<file path="config.mk">
export PLATFORM = sky130hd
export DESIGN_NAME = nll_ctrl
export DESIGN_NICKNAME = d
export VERILOG_FILES = /design/src/rtl/nll_pkg.sv /design/src/rtl/nll_ctrl.sv
export SDC_FILE = /design/constraint.sdc
export NUM_CORES = 1
export LEC_CHECK = 0
export BUFFER_PORTS_ARGS = -buffer_cell sky130_fd_sc_hd__buf_4
export CORE_ASPECT_RATIO = 0.75
export CORE_UTILIZATION = 35
export CTS_BUF_LIST = sky130_fd_sc_hd__clkbuf_8
export CTS_CLUSTER_DIAMETER = 50
export CTS_CLUSTER_SIZE = 20
export DETAILED_ROUTE_END_ITERATION = 8
export GPL_ROUTABILITY_DRIVEN = 0
export SETUP_SLACK_MARGIN = 0.1
export SLEW_MARGIN = 20
export SYNTH_ARGS = -nofsm -noshare
export SYNTH_HDL_FRONTEND = slang
export SYNTH_SLANG_ARGS = --single-unit
</file>
<file path="constraint.sdc">
create_clock -name aclk -period 3.8 [get_ports aclk]
set_input_delay 0.76 -clock aclk [delete_from_list [all_inputs] [get_ports aclk]]
set_output_delay 0.76 -clock aclk [all_outputs]
set_load 0.05 [all_outputs]
</file>
<file path="src/rtl/nll_pkg.sv">
// Shared types, constants and helpers for the nonlinear ladder lowpass.
// Used by the controller, the datapath and the top level; no dependencies.
package nll_pkg;

    localparam int SAMPLE_W    = 24;
    localparam int GAIN_W      = 23;
    localparam int CFG_IDX_W   = 2;
    localparam int NUM_STAGES  = 4;
    localparam int STAGE_IDX_W = 2;
    localparam int DIV_STEPS   = 24;
    localparam int DIV_CNT_W   = 5;

    // Register indexes of the configuration port.
    localparam logic [CFG_IDX_W-1:0] REG_STEP_GAIN  = 2'd0;
    localparam logic [CFG_IDX_W-1:0] REG_RES_GAIN   = 2'd1;
    localparam logic [CFG_IDX_W-1:0] REG_DRIVE_GAIN = 2'd2;

    localparam logic [GAIN_W-1:0]          GAIN_MAX   = 23'd4194304;
    localparam logic [GAIN_W-1:0]          RES_MAX    = 23'd4194304;
    localparam logic signed [SAMPLE_W-1:0] Q_ONE      = 24'sd1048576;
    localparam logic signed [SAMPLE_W-1:0] S24_MAX    = 24'sh7FFFFF;
    localparam logic signed [SAMPLE_W-1:0] S24_MIN    = 24'sh800000;

    // Reciprocal of the thermal voltage and the rational tanh coefficients.
    localparam logic signed [32:0] INV_TV = 33'sd1680410;
    localparam logic signed [32:0] TC_A   = 33'sd2574786;
    localparam logic signed [32:0] TC_B   = 33'sd936619;
    localparam logic signed [32:0] TC_C   = 33'sd861119;
    localparam logic signed [32:0] TC_D   = 33'sd2563838;
    localparam logic signed [32:0] TC_E   = 33'sd854215;

    typedef enum logic [3:0] {
        OP_NONE,
        OP_CLEAR,
        OP_DRV,
        OP_XIN,
        OP_TSTEP,
        OP_DSTEP,
        OP_TDONE,
        OP_ERR,
        OP_UPD,
        OP_OUT
    } op_t;

    // Steps of the tanh approximation ahead of the division.
    typedef enum logic [3:0] {
        TS_SCALE,
        TS_SQ,
        TS_NUM0,
        TS_TB,
        TS_NUM1,
        TS_EX,
        TS_INNER,
        TS_DEN,
        TS_PROD
    } tstep_t;

    typedef struct packed {
        op_t                    op;
        tstep_t                 tstep;
        logic [STAGE_IDX_W-1:0] stage;
        logic                   to_input;
        logic                   load_in;
    } cmd_t;

    function automatic logic signed [SAMPLE_W-1:0] sat24(input logic signed [63:0] v);
        logic signed [SAMPLE_W-1:0] r;
        if (v > 64'(S24_MAX)) begin
            r = S24_MAX;
        end else if (v < 64'(S24_MIN)) begin
            r = S24_MIN;
        end else begin
            r = v[SAMPLE_W-1:0];
        end
        return r;
    endfunction

endpackage

</file>
<file path="src/rtl/nll_ctrl.sv">
// Sequencing state machine of the ladder lowpass: walks drive, passes,
// tanh steps, division and stage updates. Depends on nll_pkg.
module nll_ctrl
    import nll_pkg::*;
#(
    parameter int OVERSAMPLE = 2
) (
    input  logic aclk,
    input  logic aresetn,
    input  logic s_valid,
    output logic s_ready,
    output logic m_valid,
    input  logic m_ready,
    output cmd_t cmd
);

    localparam int PASS_W = $clog2(OVERSAMPLE + 1);

    typedef enum logic [9:0] {
        ST_IDLE  = 10'b0000000001,
        ST_CLEAR = 10'b0000000010,
        ST_DRV   = 10'b0000000100,
        ST_XIN   = 10'b0000001000,
        ST_TANH  = 10'b0000010000,
        ST_DIV   = 10'b0000100000,
        ST_TDONE = 10'b0001000000,
        ST_ERR   = 10'b0010000000,
        ST_UPD   = 10'b0100000000,
        ST_OUT   = 10'b1000000000
    } state_t;

    state_t                 state_reg, state_next;
    tstep_t                 tstep_reg, tstep_next;
    logic [DIV_CNT_W-1:0]   cnt_reg, cnt_next;
    logic [STAGE_IDX_W-1:0] stage_reg, stage_next;
    logic [PASS_W-1:0]      pass_reg, pass_next;
    logic                   to_input_reg, to_input_next;
    logic                   m_valid_reg, m_valid_next;
    logic                   accept;

    assign s_ready = (state_reg == ST_IDLE);
    assign accept  = s_valid && s_ready;
    assign m_valid = m_valid_reg;

    always_comb begin
        state_next    = state_reg;
        tstep_next    = tstep_reg;
        cnt_next      = cnt_reg;
        stage_next    = stage_reg;
        pass_next     = pass_reg;
        to_input_next = to_input_reg;
        m_valid_next  = m_valid_reg;
        cmd           = '{op: OP_NONE, tstep: tstep_reg, stage: stage_reg,
                          to_input: to_input_reg, load_in: accept};
        if (m_valid_reg && m_ready) begin
            m_valid_next = 1'b0;
        end
        unique case (state_reg)
            ST_IDLE: begin
                if (accept) begin
                    state_next = ST_CLEAR;
                end
            end
            ST_CLEAR: begin
                cmd.op     = OP_CLEAR;
                state_next = ST_DRV;
            end
            ST_DRV: begin
                cmd.op     = OP_DRV;
                pass_next  = '0;
                state_next = ST_XIN;
            end
            ST_XIN: begin
                cmd.op        = OP_XIN;
                to_input_next = 1'b1;
                tstep_next    = TS_SCALE;
                state_next    = ST_TANH;
            end
            ST_TANH: begin
                cmd.op = OP_TSTEP;
                if (tstep_reg == TS_PROD) begin
                    cnt_next   = '0;
                    state_next = ST_DIV;
                end else begin
                    tstep_next = tstep_t'(tstep_reg + 4'd1);
                end
            end
            ST_DIV: begin
                cmd.op   = OP_DSTEP;
                cnt_next = DIV_CNT_W'(cnt_reg + 1'b1);
                if (cnt_reg == DIV_CNT_W'(DIV_STEPS - 1)) begin
                    state_next = ST_TDONE;
                end
            end
            ST_TDONE: begin
                cmd.op = OP_TDONE;
                if (to_input_reg) begin
                    to_input_next = 1'b0;
                    stage_next    = '0;
                    state_next    = ST_ERR;
                end else if (stage_reg != STAGE_IDX_W'(NUM_STAGES - 1)) begin
                    stage_next = STAGE_IDX_W'(stage_reg + 1'b1);
                    state_next = ST_ERR;
                end else if (pass_reg != PASS_W'(OVERSAMPLE - 1)) begin
                    pass_next  = PASS_W'(pass_reg + 1'b1);
                    state_next = ST_XIN;
                end else begin
                    state_next = ST_OUT;
                end
            end
            ST_ERR: begin
                cmd.op     = OP_ERR;
                state_next = ST_UPD;
            end
            ST_UPD: begin
                cmd.op     = OP_UPD;
                tstep_next = TS_SCALE;
                state_next = ST_TANH;
            end
            ST_OUT: begin
                // Hold the finished sample until the output register is free.
                if (!m_valid_reg || m_ready) begin
                    cmd.op       = OP_OUT;
                    m_valid_next = 1'b1;
                    state_next   = ST_IDLE;
                end
            end
            default: begin
                state_next = ST_IDLE;
            end
        endcase
    end

    always_ff @(posedge aclk) begin
        if (!aresetn) begin
            state_reg    <= ST_IDLE;
            tstep_reg    <= TS_SCALE;
            cnt_reg      <= '0;
            stage_reg    <= '0;
            pass_reg     <= '0;
            to_input_reg <= 1'b0;
            m_valid_reg  <= 1'b0;
        end else begin
            state_reg    <= state_next;
            tstep_reg    <= tstep_next;
            cnt_reg      <= cnt_next;
            stage_reg    <= stage_next;
            pass_reg     <= pass_next;
            to_input_reg <= to_input_next;
            m_valid_reg  <= m_valid_next;
        end
    end

endmodule

</file>
# Yosys cells after proc, flatten, opt, wreduce, memory -nomap -nowiden
# Index checks and enable logic that the tools add are counted.
[totals]
ff_bits = 25
input_bits = 4
output_inout_bits = 14
word_cells = 72
[classes]
addsub = 4
eq_ne = 22
muxes = 24
reduce_logical = 15
[ops]
columns = ["op", "count"]
rows = [
  ["10-bit one-hot mux with 9 select lines", 1],
  ["10-bit two-way mux", 7],
  ["4-bit one-hot mux with 9 select lines", 1],
  ["2-bit != test (second input constant)", 8],
  ["10-bit by 1-bit equality test with 1-bit output (second input constant)", 1],
  ["10-bit equality test (second input constant)", 1],
  ["10-bit by 2-bit equality test with 1-bit output (second input constant)", 1],
  ["10-bit by 3-bit equality test with 1-bit output (second input constant)", 1],
  ["10-bit by 4-bit equality test with 1-bit output (second input constant)", 1],
  ["10-bit by 5-bit equality test with 1-bit output (second input constant)", 1],
  ["10-bit by 6-bit equality test with 1-bit output (second input constant)", 1],
  ["10-bit by 7-bit equality test with 1-bit output (second input constant)", 1],
  ["10-bit by 8-bit equality test with 1-bit output (second input constant)", 1],
  ["10-bit by 9-bit equality test with 1-bit output (second input constant)", 1],
  ["2-bit two-way mux", 5],
  ["5-bit one-hot mux with 2 select lines", 1],
  ["2-bit nonzero test", 5],
  ["4-bit two-way mux", 2],
  ["4-bit one-hot mux with 2 select lines", 1],
  ["4-bit AND reduction", 2],
  ["2-bit AND reduction", 3],
  ["5-bit by 1-bit adder with 5-bit output (second input constant)", 1],
  ["5-bit equality test (second input constant)", 1],
  ["5-bit two-way mux", 1],
  ["11 further kinds", 16],
]

# Logic depth before layout (Yosys ltp)
[logic_depth]
word_depth = 5
ltp_mapped = 6
ltp_nobuf = 6

# Worst setup path after synthesis
# Ideal clock, no wire load.
[synth_path]
path_type = "flip-flop to output port"
from = "register state_reg[2]"
to = "output port cmd[11] (netlist bit)"
arrival_ns = 2.098
required_ns = 3.040
path_slack_ns = 0.942
stages_incl_launch_ff = 4
path_buffers = 1
path_cell_list = "dfxtp_1 buf_2 or4_1 nor3_1"
[synth_lines]
columns = ["element", "line_no", "source"]
rows = [
  ["from (decl)", "nll_ctrl.sv:32", "state_t state_reg, state_next;"],
  ["from (signal assigned)", "nll_ctrl.sv:144", "state_reg <= state_next;"],
  ["to (decl)", "nll_ctrl.sv:14", "output cmd_t cmd"],
]

==> results.ini <==
[worst_setup_path]
startpoint_type=flip-flop
crit_slowest_cell=or4_1
worst-path-buf-inv=1
path_cells=or4_1 -> nor3_1 -> a32oi_1 -> o211ai_1 -> buf_4
slowest_delay_ps=580
critPathLaunch=state_reg[2]
rrSetupSlack_ps=1830
critPathMaxFanout=10
reg2reg_to=stage_reg[0]
endpoint_kind=output pin
r2r-start=state_reg[2]
critPathArrivalTime_ps=2010
crit_required_ps=3040
reg2reg_depth=4
worstSetupPathType=reg -> out
cp_top_family=simple AND/OR/NAND/NOR gates

[logic_synthesis]
synth-xor-area-share=0.0352
netlist_area_um2=1490
synth_compound_area_frac=0.175
synth_cells=181
postSynth.asyncResetShare=0
yosysWarnings=0
synthAdderAreaFrac=0.0419
synth_top_family_by_area=simple AND/OR/NAND/NOR gates
synthSimpleGateAreaFrac=0.355
ys_ff_latch=25
syn_nets=190
synth_edf_count=0
ys.flop_type=dfxtp_1
synth-seq-area-share=0.335
synth.distinct_cells=45
avgSynthCellArea_um2=8.25
synthMuxAreaShare=0

[grt]
grt_first_pass_wirelength_um=5950
antenna_found_initial=0
grt_usage=0.168
grt_max_degree=15
first_global_vias=1160
grt.overflow.total=0

[timing]
relSlewSlack=0.479
min_period_ps=2770
rsz0062_at_grt=false
setup_violations=0
tns_ps=0
period_share=0.729
finalHoldViolCount=0
holdWs_ps=469
fmax_mhz=361
worst_pin_slew_ps=771
skew_ps=3.34
drv_slew=0

[layout]
finalNonFillerCells=249
largest_register_ffs=10
finalNetCount=204
utilization=0.413
area_growth_pct=12.7
drive_gt1_frac=0.155
diodes=0

[power_and_ir_drop]
leakage_nw=0.634
power.switching_mw=0.187
pwr-share-comb=0.216
power_frac_seq=0.496
p_int_mw=0.385
p_per_area_nw_per_um2=340
pwr-share-clk=0.288
max-vdd-ir-drop_mv=0.209
power.share.switching=0.327

[floorplanning]
rows=20
die_h_um=58.6
ios=18
coreArea_um2=4080
start_util=0.366
die_w_um=77.4
die_area_um2=4530

[placement]
dp_cells=245
dp_hpwl_um=2550
numPortBuffers=17

[status]
outcome=complete, no violations

[clock_tree]
cts_resized=0
cts_buffers=3
cts-root-buf=clkbuf_8
h-tree-depth=1
cts_tree=built
cts_setup_buffers=0
cts.clk_slew.worst_paths_ps=90
cts.sinks=25
ctsLongestPathBuffers=2
cts-hold-fix-buffers=0
worstSkewPairLatency_ps=270

[detailed_routing]
viasPerCell=5.42
wl_um=3510
ant_nets=0
drc=0
first_pass_iters=4
wire_per_inst_um=14.1
vias=1349
drt_iter0_markers=114

[hold_path]
min-delay-start=pass_reg[1]
holdPathEnd=pass_reg[1]
hold_path_class=reg -> reg
min_path_cells=2

[job]
cap_violations=0

[Yosys cell counts (all sizes together), types with 4 or more instances]
master,instances,share of area
nand2,10,0.025
nand3,14,0.055
xor2,4,0.023
nor3,5,0.017
o21ai,12,0.040
o31ai,4,0.020
a21oi,13,0.044
nor2b,7,0.029
nand4,7,0.029
inv,7,0.018
ha,5,0.042
nor2,17,0.043
dfxtp,25,0.34
or4,6,0.030
buf,7,0.035
nor4,4,0.041
[kinds of logic (layout without fill, tap and decap cells)]
kind of cell	count (synthesis)	in the layout
and+or+nand+nor	87	87
AOI/OAI and AO/OA	42	42
DFF	25	25
buffers and inverters	16	29
xor gates and xnor gates	6	6
adders and majority gates	5	5
[worst min-delay path, delay by kind of cell, from the launching register on]
family | cells | cell delay (ps)
AOI/OAI and AO/OA | 1 | 50
DFF | 1 | 320
and+or+nand+nor | 1 | 60
[layout make-up]
class | instances | area, µm²
Clock buffer | 3 | 41.3
Multi-Input combinational cell | 140 | 906
Inverter | 7 | 26.3
Tap cell | 55 | 68.8
Sequential cell | 25 | 500
Fill cell | 415 | 2400
Clock inverter | 1 | 5.00
Timing Repair Buffer | 18 | 135
[power groups by stage]
stage	registers (mW)	clock network (mW)	logic, mW
after floorplan	0.274	0	0.108
after global placement	0.290	0	0.122
after detailed placement	0.289	0	0.122
after CTS	0.283	0.170	0.124
after global routing	0.285	0.182	0.135
final	0.284	0.165	0.123
[metal layers]
layer,global-route usage,wire length (µm),part of all wire,vias to the layer above
li1,-,-,-,693
met3,0.0434,199,0.057,4
met1,0.273,2000,0.57,613
met4,0.0566,38,0.011,0
met2,0.200,1260,0.36,39
met5,0,0,0,-
[placed cells by master, fill, tap and decap left out, types with 6 or more instances in the layout]
master / synthesis / layout
nand4_1: 7 / 7
a21oi_1: 13 / 13
buf_4: 2 / 18
o21ai_0: 12 / 12
dfxtp_1: 25 / 25
nand3_1: 13 / 13
or4_1: 6 / 6
nand2_1: 10 / 10
inv_1: 7 / 7
nor2b_1: 7 / 7
nor2_1: 17 / 17
[through the flow]
step | setup WS (ps) | cell area, µm² | power (mW)
CTS | 1040 | 1680 | 0.577
finish | 1030 | 1680 | 0.572
global placement | 1380 | 1640 | 0.412
global route | 891 | 1680 | 0.602
floorplan | 942 | 1490 | 0.382
detailed placement | 1350 | 1640 | 0.411
[how the worst max path moves through the flow]
stage / to / cells after the start
after floorplan: cmd[11] / 3
after global placement: cmd[8] / 5
after detailed placement: cmd[8] / 5
after CTS: cmd[8] / 5
after global routing: cmd[8] / 5
final: cmd[8] / 5
Note: power is estimated with default switching activity, not from simulation.
